$ cat src/hdl/pfa_pkg.sv
// Package of the page frame allocator: sequencer state type, status and
// command codes, register indexes and fixed widths. No dependencies.
package pfa_pkg;

   localparam int PAGE_SHIFT = 12;
   localparam int COUNT_W    = 8;
   localparam int STATUS_W   = 3;
   localparam int ADDR_W     = 32;

   localparam logic [STATUS_W-1:0] STATUS_SUCCESS     = 3'd0;
   localparam logic [STATUS_W-1:0] STATUS_NO_MEMORY   = 3'd1;
   localparam logic [STATUS_W-1:0] STATUS_INVALID     = 3'd2;
   localparam logic [STATUS_W-1:0] STATUS_NOT_IN_USE  = 3'd3;
   localparam logic [STATUS_W-1:0] STATUS_STACK_FULL  = 3'd4;

   localparam logic CMD_ALLOC = 1'b0;
   localparam logic CMD_FREE  = 1'b1;

   localparam logic REG_REGION_BASE = 1'b0;
   localparam logic REG_PAGE_COUNT  = 1'b1;

   typedef enum logic [2:0] {
      ST_CLEAR,
      ST_IDLE,
      ST_POP_CHK,
      ST_MAP_CHK,
      ST_SCAN,
      ST_MARK,
      ST_FREE_CHK,
      ST_FREE_MAP
   } state_type;

endpackage

$ cat src/hdl/pfa_ram.sv
// Generic single-write, single-read RAM with a registered read port.
// Used for the free-page stack and the in-use bitmap. No dependencies.
module pfa_ram #(
   parameter int WIDTH = 8,
   parameter int DEPTH = 128
) (
   input  logic                     clock,
   input  logic                     wr_en,
   input  logic [$clog2(DEPTH)-1:0] wr_addr,
   input  logic [WIDTH-1:0]         wr_data,
   input  logic [$clog2(DEPTH)-1:0] rd_addr,
   output logic [WIDTH-1:0]         rd_data
);

   logic [WIDTH-1:0] mem_ff [DEPTH];
   logic [WIDTH-1:0] rd_data_ff;

   always_ff @(posedge clock) begin
      if (wr_en) begin
         mem_ff[wr_addr] <= wr_data;
      end
      rd_data_ff <= mem_ff[rd_addr];
   end

   assign rd_data = rd_data_ff;

endmodule

$ cat src/hdl/page_frame_allocator_unit.sv
// Top level of the page frame allocator: APB register port, command
// sequencer and the two RAMs. Depends on pfa_pkg and pfa_ram.
//
// Usage: a transaction is issued by raising start with req_command,
// req_page_address and req_page_run while busy is low. Unless it is answered
// at once, the block then raises busy, works through the request with one
// sequencer and one compare/add datapath, and shows rsp_status and
// rsp_result_address for exactly one cycle with rsp_valid high. The receiver
// cannot stall, so a response is never held; a new transaction may start in
// the cycle the response is shown.
// Sequencing: an allocate of zero pages is answered from idle; a single-page
// allocate pops stack entries (up to page_count of them) and checks each in
// the bitmap; a multi-page allocate reads the bitmap, up to page_count reads,
// one per cycle, then marks the run; a free checks the range, then reads the
// bitmap, and clears a multi-page run. The bitmap RAM read port gives one
// read per cycle.
// Reset and every write of page_count start a clearing pass over all MAX_PAGES
// entries that refills the stack and clears the bitmap; busy is high
// during it, while register writes are still taken.
module page_frame_allocator_unit #(
   parameter int MAX_PAGES = 128
) (
   input  logic        clock,
   input  logic        reset,
   input  logic        start,
   output logic        busy,
   input  logic        req_command,
   input  logic [31:0] req_page_address,
   input  logic [7:0]  req_page_run,
   output logic        rsp_valid,
   output logic [2:0]  rsp_status,
   output logic [31:0] rsp_result_address,
   input  logic        psel,
   input  logic        penable,
   input  logic        pwrite,
   input  logic [2:0]  paddr,
   input  logic [31:0] pwdata,
   output logic [31:0] prdata,
   output logic        pready
);

   import pfa_pkg::*;

   localparam int IW     = (MAX_PAGES > 1) ? $clog2(MAX_PAGES) : 1;
   localparam int CW     = ((IW > COUNT_W) ? IW : COUNT_W) + 1;
   localparam int RST_PC = (MAX_PAGES >= 128) ? 128 : MAX_PAGES;

   state_type state_ff, state_in;

   logic [ADDR_W-1:0]   base_ff, base_in;
   logic [COUNT_W-1:0]  pc_ff, pc_in;
   logic [COUNT_W-1:0]  sc_ff, sc_in;
   logic [IW-1:0]       clr_ff, clr_in;
   logic                cmd_ff, cmd_in;
   logic [ADDR_W-1:0]   addr_ff, addr_in;
   logic [COUNT_W-1:0]  run_ff, run_in;
   logic [IW-1:0]       idx_ff, idx_in;
   logic [IW-1:0]       mk_ff, mk_in;
   logic [COUNT_W-1:0]  cnt_ff, cnt_in;
   logic [COUNT_W-1:0]  ra_ff, ra_in;
   logic [COUNT_W-1:0]  cons_ff, cons_in;
   logic                rsp_valid_ff, rsp_valid_in;
   logic [STATUS_W-1:0] rsp_status_ff, rsp_status_in;
   logic [ADDR_W-1:0]   rsp_addr_ff, rsp_addr_in;

   logic          stk_we, map_we, map_wd;
   logic [IW-1:0] stk_wa, stk_wd, stk_ra, stk_rd;
   logic [IW-1:0] map_wa, map_ra;
   logic          map_rd;

   // Register port decode and page count clamping.
   logic               csr_wr, count_wr, base_wr;
   logic [COUNT_W-1:0] pc_clamp;

   assign csr_wr   = psel && penable && pwrite && pready;
   assign count_wr = csr_wr && (paddr[2] == REG_PAGE_COUNT);
   assign base_wr  = csr_wr && (paddr[2] == REG_REGION_BASE);

   always_comb begin
      if (pwdata[COUNT_W-1:0] == '0) begin
         pc_clamp = COUNT_W'(1);
      end else if (CW'(pwdata[COUNT_W-1:0]) > CW'(MAX_PAGES)) begin
         pc_clamp = COUNT_W'(MAX_PAGES);
      end else begin
         pc_clamp = pwdata[COUNT_W-1:0];
      end
   end

   assign pready = 1'b1;
   assign prdata = (paddr[2] == REG_PAGE_COUNT) ? {{(32-COUNT_W){1'b0}}, pc_ff} : base_ff;

   // Shared conditions of the datapath.
   logic               accept, sc_zero, clr_last, pop_ok;
   logic               found, scan_last, mark_last, out_range, stack_full;
   logic [COUNT_W-1:0] sc_dec, cons_next, scan_start;
   logic [CW-1:0]      sc_ext, sc_dec_ext, ra_ext, start_ext;
   logic [ADDR_W-1:0]  offset;
   logic [20:0]        fidx;
   logic [ADDR_W-1:0]  page_addr;

   assign accept     = start && !busy;
   assign sc_zero    = (sc_ff == '0);
   assign sc_dec     = sc_ff - COUNT_W'(1);
   assign sc_ext     = CW'(sc_ff);
   assign sc_dec_ext = CW'(sc_dec);
   assign ra_ext     = CW'(ra_ff);
   assign clr_last   = (clr_ff == IW'(MAX_PAGES - 1));
   assign pop_ok     = (CW'(idx_ff) < CW'(pc_ff)) && !map_rd;

   assign cons_next  = map_rd ? '0 : COUNT_W'({1'b0, cons_ff} + 9'd1);
   assign found      = !map_rd && (({1'b0, cons_ff} + 9'd1) == {1'b0, run_ff});
   assign scan_last  = (ra_ff == pc_ff);
   assign scan_start = ra_ff - run_ff;
   assign start_ext  = CW'(scan_start);
   assign mark_last  = (cnt_ff == COUNT_W'(1));

   assign offset     = addr_ff - base_ff;
   assign fidx       = {1'b0, offset[ADDR_W-1:PAGE_SHIFT]};
   assign out_range  = (addr_ff < base_ff) || (fidx >= 21'(pc_ff)) ||
                       ((fidx + 21'(run_ff)) > 21'(pc_ff));
   assign stack_full = (sc_ff >= pc_ff);

   assign page_addr  = base_ff + (ADDR_W'(idx_ff) << PAGE_SHIFT);

   // Next state.
   always_comb begin
      state_in = state_ff;
      case (state_ff)
         ST_CLEAR: begin
            if (clr_last) state_in = ST_IDLE;
         end
         ST_IDLE: begin
            if (accept) begin
               if (req_command == CMD_FREE) begin
                  state_in = ST_FREE_CHK;
               end else if (req_page_run == COUNT_W'(1)) begin
                  if (!sc_zero) state_in = ST_POP_CHK;
               end else if (req_page_run != '0) begin
                  state_in = ST_SCAN;
               end
            end
         end
         ST_POP_CHK: begin
            state_in = ST_MAP_CHK;
         end
         ST_MAP_CHK: begin
            if (pop_ok || sc_zero) begin
               state_in = ST_IDLE;
            end else begin
               state_in = ST_POP_CHK;
            end
         end
         ST_SCAN: begin
            if (found) begin
               state_in = ST_MARK;
            end else if (scan_last) begin
               state_in = ST_IDLE;
            end
         end
         ST_MARK: begin
            if (mark_last) state_in = ST_IDLE;
         end
         ST_FREE_CHK: begin
            if (out_range) begin
               state_in = ST_IDLE;
            end else begin
               state_in = ST_FREE_MAP;
            end
         end
         ST_FREE_MAP: begin
            if (map_rd && (run_ff > COUNT_W'(1))) begin
               state_in = ST_MARK;
            end else begin
               state_in = ST_IDLE;
            end
         end
         default: begin
            state_in = ST_IDLE;
         end
      endcase
      if (count_wr) state_in = ST_CLEAR;
   end

   // Datapath, RAM control and response.
   always_comb begin
      base_in       = base_ff;
      pc_in         = pc_ff;
      sc_in         = sc_ff;
      clr_in        = clr_ff;
      cmd_in        = cmd_ff;
      addr_in       = addr_ff;
      run_in        = run_ff;
      idx_in        = idx_ff;
      mk_in         = mk_ff;
      cnt_in        = cnt_ff;
      ra_in         = ra_ff;
      cons_in       = cons_ff;
      rsp_valid_in  = 1'b0;
      rsp_status_in = rsp_status_ff;
      rsp_addr_in   = rsp_addr_ff;
      stk_we        = 1'b0;
      stk_wa        = '0;
      stk_wd        = '0;
      stk_ra        = '0;
      map_we        = 1'b0;
      map_wa        = '0;
      map_wd        = 1'b0;
      map_ra        = '0;
      case (state_ff)
         ST_CLEAR: begin
            stk_we = 1'b1;
            stk_wa = clr_ff;
            stk_wd = clr_ff;
            map_we = 1'b1;
            map_wa = clr_ff;
            map_wd = 1'b0;
            clr_in = clr_ff + IW'(1);
         end
         ST_IDLE: begin
            if (accept) begin
               cmd_in  = req_command;
               addr_in = req_page_address;
               run_in  = req_page_run;
               if (req_command == CMD_ALLOC) begin
                  if (req_page_run == '0) begin
                     rsp_valid_in  = 1'b1;
                     rsp_status_in = STATUS_NO_MEMORY;
                     rsp_addr_in   = '0;
                  end else if (req_page_run == COUNT_W'(1)) begin
                     if (sc_zero) begin
                        rsp_valid_in  = 1'b1;
                        rsp_status_in = STATUS_NO_MEMORY;
                        rsp_addr_in   = '0;
                     end else begin
                        stk_ra = sc_dec_ext[IW-1:0];
                        sc_in  = sc_dec;
                     end
                  end else begin
                     map_ra  = '0;
                     ra_in   = COUNT_W'(1);
                     cons_in = '0;
                  end
               end
            end
         end
         ST_POP_CHK: begin
            idx_in = stk_rd;
            map_ra = stk_rd;
         end
         ST_MAP_CHK: begin
            if (pop_ok) begin
               map_we        = 1'b1;
               map_wa        = idx_ff;
               map_wd        = 1'b1;
               rsp_valid_in  = 1'b1;
               rsp_status_in = STATUS_SUCCESS;
               rsp_addr_in   = page_addr;
            end else if (sc_zero) begin
               rsp_valid_in  = 1'b1;
               rsp_status_in = STATUS_NO_MEMORY;
               rsp_addr_in   = '0;
            end else begin
               stk_ra = sc_dec_ext[IW-1:0];
               sc_in  = sc_dec;
            end
         end
         ST_SCAN: begin
            // The bitmap word arriving now belongs to page ra_ff - 1.
            cons_in = cons_next;
            if (found) begin
               idx_in = start_ext[IW-1:0];
               mk_in  = start_ext[IW-1:0];
               cnt_in = run_ff;
            end else if (scan_last) begin
               rsp_valid_in  = 1'b1;
               rsp_status_in = STATUS_NO_MEMORY;
               rsp_addr_in   = '0;
            end else begin
               map_ra = ra_ext[IW-1:0];
               ra_in  = ra_ff + COUNT_W'(1);
            end
         end
         ST_MARK: begin
            map_we = 1'b1;
            map_wa = mk_ff;
            map_wd = (cmd_ff == CMD_ALLOC);
            mk_in  = mk_ff + IW'(1);
            cnt_in = cnt_ff - COUNT_W'(1);
            if (mark_last) begin
               rsp_valid_in  = 1'b1;
               rsp_status_in = STATUS_SUCCESS;
               rsp_addr_in   = (cmd_ff == CMD_ALLOC) ? page_addr : '0;
            end
         end
         ST_FREE_CHK: begin
            if (out_range) begin
               rsp_valid_in  = 1'b1;
               rsp_status_in = STATUS_INVALID;
               rsp_addr_in   = '0;
            end else begin
               idx_in = fidx[IW-1:0];
               map_ra = fidx[IW-1:0];
            end
         end
         ST_FREE_MAP: begin
            rsp_addr_in = '0;
            if (!map_rd) begin
               rsp_valid_in  = 1'b1;
               rsp_status_in = STATUS_NOT_IN_USE;
            end else if (run_ff == COUNT_W'(1)) begin
               rsp_valid_in = 1'b1;
               if (stack_full) begin
                  rsp_status_in = STATUS_STACK_FULL;
               end else begin
                  map_we        = 1'b1;
                  map_wa        = idx_ff;
                  map_wd        = 1'b0;
                  stk_we        = 1'b1;
                  stk_wa        = sc_ext[IW-1:0];
                  stk_wd        = idx_ff;
                  sc_in         = sc_ff + COUNT_W'(1);
                  rsp_status_in = STATUS_SUCCESS;
               end
            end else if (run_ff == '0) begin
               rsp_valid_in  = 1'b1;
               rsp_status_in = STATUS_SUCCESS;
            end else begin
               mk_in  = idx_ff;
               cnt_in = run_ff;
            end
         end
         default: begin
            rsp_valid_in = 1'b0;
         end
      endcase
      if (base_wr) base_in = pwdata;
      if (count_wr) begin
         pc_in  = pc_clamp;
         sc_in  = pc_clamp;
         clr_in = '0;
      end
   end

   always_ff @(posedge clock) begin
      if (reset) begin
         state_ff     <= ST_CLEAR;
         base_ff      <= '0;
         pc_ff        <= COUNT_W'(RST_PC);
         sc_ff        <= COUNT_W'(RST_PC);
         clr_ff       <= '0;
         rsp_valid_ff <= 1'b0;
      end else begin
         state_ff     <= state_in;
         base_ff      <= base_in;
         pc_ff        <= pc_in;
         sc_ff        <= sc_in;
         clr_ff       <= clr_in;
         rsp_valid_ff <= rsp_valid_in;
      end
   end

   always_ff @(posedge clock) begin
      cmd_ff        <= cmd_in;
      addr_ff       <= addr_in;
      run_ff        <= run_in;
      idx_ff        <= idx_in;
      mk_ff         <= mk_in;
      cnt_ff        <= cnt_in;
      ra_ff         <= ra_in;
      cons_ff       <= cons_in;
      rsp_status_ff <= rsp_status_in;
      rsp_addr_ff   <= rsp_addr_in;
   end

   pfa_ram #(
      .WIDTH (IW),
      .DEPTH (MAX_PAGES)
   ) u_stack_ram (
      .clock   (clock),
      .wr_en   (stk_we),
      .wr_addr (stk_wa),
      .wr_data (stk_wd),
      .rd_addr (stk_ra),
      .rd_data (stk_rd)
   );

   pfa_ram #(
      .WIDTH (1),
      .DEPTH (MAX_PAGES)
   ) u_map_ram (
      .clock   (clock),
      .wr_en   (map_we),
      .wr_addr (map_wa),
      .wr_data (map_wd),
      .rd_addr (map_ra),
      .rd_data (map_rd)
   );

   assign busy               = (state_ff != ST_IDLE);
   assign rsp_valid          = rsp_valid_ff;
   assign rsp_status         = rsp_status_ff;
   assign rsp_result_address = rsp_addr_ff;

endmodule

$ cat config.mk
export PLATFORM = sky130hd
export DESIGN_NAME = page_frame_allocator_unit
export DESIGN_NICKNAME = d
export VERILOG_FILES = /design/src/hdl/pfa_pkg.sv /design/src/hdl/pfa_ram.sv /design/src/hdl/page_frame_allocator_unit.sv
export SDC_FILE = /design/constraint.sdc
export NUM_CORES = 2
export LEC_CHECK = 0
export ABC_AREA = 1
export BUFFER_PORTS_ARGS = -buffer_cell sky130_fd_sc_hd__buf_2
export CORE_MARGIN = 2
export CORE_UTILIZATION = 50
export CTS_BUF_LIST = sky130_fd_sc_hd__clkbuf_8
export DETAILED_ROUTE_END_ITERATION = 16
export PLACE_DENSITY = 0.62
export REMOVE_ABC_BUFFERS = 1
export SLEW_MARGIN = 0
export SYNTH_ARGS = -nofsm -noshare
export SYNTH_HDL_FRONTEND = slang
export SYNTH_SLANG_ARGS = --single-unit
$ cat constraint.sdc
create_clock -name clock -period 18.5 [get_ports clock]
set_input_delay 2.775 -clock clock [delete_from_list [all_inputs] [get_ports clock]]
set_output_delay 2.775 -clock clock [all_outputs]
set_load 0.01 [all_outputs]
==> qor.yml <==
timing:
  slew_headroom_pct: 22.4
  hold_violations: 0
  drv_slew: 0
  finClkSkew_ns: 0.0528
  fmax_mhz: 129
  period_needed_ns: 7.77
  setup_ws_ns: 10.73
  fin_crit_sh_pct: 42.0
  finalSetupViolations: 0
  worst_slew_pin_slew_ns: 1.15
  rsz0062_at_grt: "false"
routing:
  vias: 39000
  drtAntennaViolNets: 0
  drt_wl_total_um: 147000
  first_iter_violations: 3468
  post_drt_wl_per_cell_um: 21.4
  drt_first_pass_iters: 8
  avgViaCountPerCell: 5.68
  drc: 0
critical_path:
  r2r_cells: 38
  critPathMaxStageDelay_ns: 0.84
  reg2reg_setup_slack_ns: 11.51
  critPathKind: "primary input to register"
  crit_path_top_delay_cell: "buf_4"
  crit_start: "req_page_run[5]"
  startpoint_type: "primary input"
  worst-path-buf-inv: 6
  end_kind: "register"
  critical_path.endpoint: "u_stack_ram.rd_data[1]$_DFF_P_"
  rr_startpoint: "base_ff[12]$_SDFFE_PP0P_"
  crit_fanout: 196
  cp_cell_sequence: "buf_2, nor4_1, nand3_1, o41ai_2, inv_2, nor2_4, buf_4, buf_4, buf_12, buf_4, o21ai_0, o221ai_1, o211ai_1, o211ai_1, nand3_1, nand3_1, and2_1"
  r2r-end: "u_map_ram.rd_data$_DFF_P_"
  crit_cells: 17
  cp_top_family: "buffers and inverters"
  worst_ep_required_time_ns: 19.30
  crit_arrival_ns: 8.57
grt:
  antenna_found_initial: 2
  grt_pass1_wl_um: 221000
  overflow: 0
  grt_max_degree: 197
  grt_pass1_vias: 36900
  grtUsageTotal_pct: 25.7
clocking:
  cts_hold_buf: 0
  cts-root-buf: "clkbuf_8"
  cts.clk_slew.worst_paths_ns: 0.06
  clockBufferDepth: 3
  clk_latency_ns: 0.91
  cts_resized: 0
  cts_inserted_buffers: 197
  cts_tree: "yes"
  cts_setup_buffers: 0
  htreeDepth: 4
  cts_num_sinks: 1205
die:
  dieWidth_um: 336
  die_area_um2: 113000
  fp-row-count: 121
  die_h_um: 336
  start_util_pct: 50.6
  pin_count: 152
  core_area_um2: 109000
layout:
  drive_above_1_share_pct: 11.3
  areaGrowthSynthToFinish_pct: 9.87
  fin_nets: 5402
flow_run:
  max-cap-violations: 0
yosys:
  yosysSeqAreaShare_pct: 64.3
  async_flop_share_pct: 0
  ys_ff_latch: 1205
  avgSynthCellArea_um2: 10.8
  synth_cell_types: 66
  syn_inst: 5098
  synth-main-ff-cell: "edfxtp_1"
  syn-cell-area_um2: 55200
  ys_warn_count: 0
  synth-edff-count: 1138
power:
  pwr_density_cell_nw_per_um2: 107
  peakVddDrop_uv: 73.4
  power.total_uw: 6500
  leakagePower_uw: 0.0211
hold_path:
  worst_hold_path_type: "register to register"
  min_delay_path_depth: 2
outcome:
  outcome: "completed"
place:
  place_congestion: 0.916
  io_buffers: 148
  dp_slack_ns: 9.82
  dp_hpwl_um: 88500
sequential cells by signal (all words and copies together) (netlist names):
register,cells
addr_ff,32
base_ff,32
clr_ff,7
cmd_ff,1
cnt_ff,8
cons_ff,8
idx_ff,7
mk_ff,7
pc_ff,8
ra_ff,8
rsp_result_address,32
rsp_status,3
rsp_valid,1
run_ff,8
sc_ff,8
state_ff,3
u_map_ram.mem_ff,128
u_map_ram.rd_data,1
u_stack_ram.mem_ff,896
u_stack_ram.rd_data,7
report_power, final:
| part | internal, µW | switching [µW] | total (µW) |
|---|---|---|---|
| Combinational | 297 | 778 | 1070 |
| Sequential | 3210 | 84.6 | 3290 |
| Clock | 1050 | 1070 | 2130 |
cell type report:
class | instances | area [µm²]
Multi-Input combinational cell | 3241 | 17100
Clock buffer | 197 | 2710
Fill cell | 9386 | 48500
Timing Repair Buffer | 196 | 1140
Sequential cell | 1205 | 35500
Clock inverter | 160 | 841
Antenna cell | 3 | 7.51
Tap cell | 1476 | 1850
Inverter | 384 | 1460
worst min-delay path, delay by kind of cell, from the launching register on:
kind             cells  cell delay [ns]
AO/OA/AOI/OAI        1             0.05
flip-flops           1             0.31
AND/OR/NAND/NOR      1             0.06
per-layer routing:
layer / GRT usage (%) / wire length [µm] / vias up
met1: 35.4 / 62900 / 18900
met5: 0 / 0 / -
li1: - / - / 18500
met2: 41.5 / 69900 / 1351
met4: 9.96 / 4710 / 0
met3: 3.62 / 9490 / 289
how the worst min path moves through the flow:
stage / slack, ns / to / from
2_1_floorplan: 0.44 / clr_ff[5]$_SDFFE_PP0N_ / clr_ff[5]$_SDFFE_PP0N_
3_3_place_gp: 0.45 / clr_ff[5]$_SDFFE_PP0N_ / clr_ff[5]$_SDFFE_PP0N_
3_5_place_dp: 0.46 / clr_ff[5]$_SDFFE_PP0N_ / clr_ff[5]$_SDFFE_PP0N_
4_1_cts: 0.47 / clr_ff[5]$_SDFFE_PP0N_ / clr_ff[5]$_SDFFE_PP0N_
5_1_grt: 0.50 / clr_ff[5]$_SDFFE_PP0N_ / clr_ff[5]$_SDFFE_PP0N_
6_report: 0.46 / clr_ff[5]$_SDFFE_PP0N_ / clr_ff[5]$_SDFFE_PP0N_
cells in the final DEF, fill, tap and decap left out, types with 10 or more instances in the layout:
cell type / n
a21oi_1: 106
a31oi_1: 15
buf_2: 148
buf_4: 45
clkbuf_8: 197
clkinv_1: 51
clkinv_2: 15
dfxtp_1: 67
edfxtp_1: 1138
ha_1: 92
inv_1: 444
inv_2: 10
nand2_1: 598
nand2_2: 12
nand3_1: 311
nand3b_1: 40
nand4_1: 23
nor2_1: 934
nor2_2: 11
nor3_1: 29
nor4_1: 13
o211ai_1: 149
o21ai_0: 416
o221ai_1: 94
o22ai_1: 14
o311ai_0: 28
o32ai_1: 110
or2_2: 113
xnor2_1: 12
xor2_1: 41
synthesized netlist by cell type (15+ instances only):
cell type	instances	share of area (%)
a21oi_1	106	0.96
o32ai_1	110	1.7
nor3_1	30	0.27
ha_1	92	2.1
o221ai_1	94	1.5
a31oi_1	15	0.17
inv_1	370	2.5
or2_2	113	1.3
o211ai_1	149	2.0
nand3b_1	40	0.54
o21ai_0	416	3.8
o311ai_0	28	0.44
buf_2	71	0.64
edfxtp_1	1138	62
clkbuf_1	171	1.2
nand2_1	601	4.1
nand3_1	311	2.8
nand4_1	23	0.26
dfxtp_1	67	2.4
xor2_1	41	0.65
nor2_1	937	6.4
logic make-up (layout without fill, tap and decap cells):
group	Yosys count	count (layout)	share of synthesized area [%]
flip-flops	1205	1205	64.3
AND/OR/NAND/NOR	2114	2114	16.4
AO/OA/AOI/OAI	978	978	11.5
adder cells (fa/ha/maj)	95	95	2.19
XOR/XNOR	53	53	0.841
other	1	4	0.00679
buffers and inverters	652	937	4.73
metrics by stage:
stage	TNS, ns	area [µm²]	hold slack [ns]	utilization [%]	cells
floorplan	-12.37	54000	0.439	-	4830
global placement	0	57100	0.449	52.3	6502
detailed placement	0	57100	0.457	52.3	6502
CTS	0	60700	0.466	55.6	6859
global route	0	60700	0.500	55.6	6861
finish	0	60700	0.460	55.6	6862
Power figures use the tool's default switching activity.
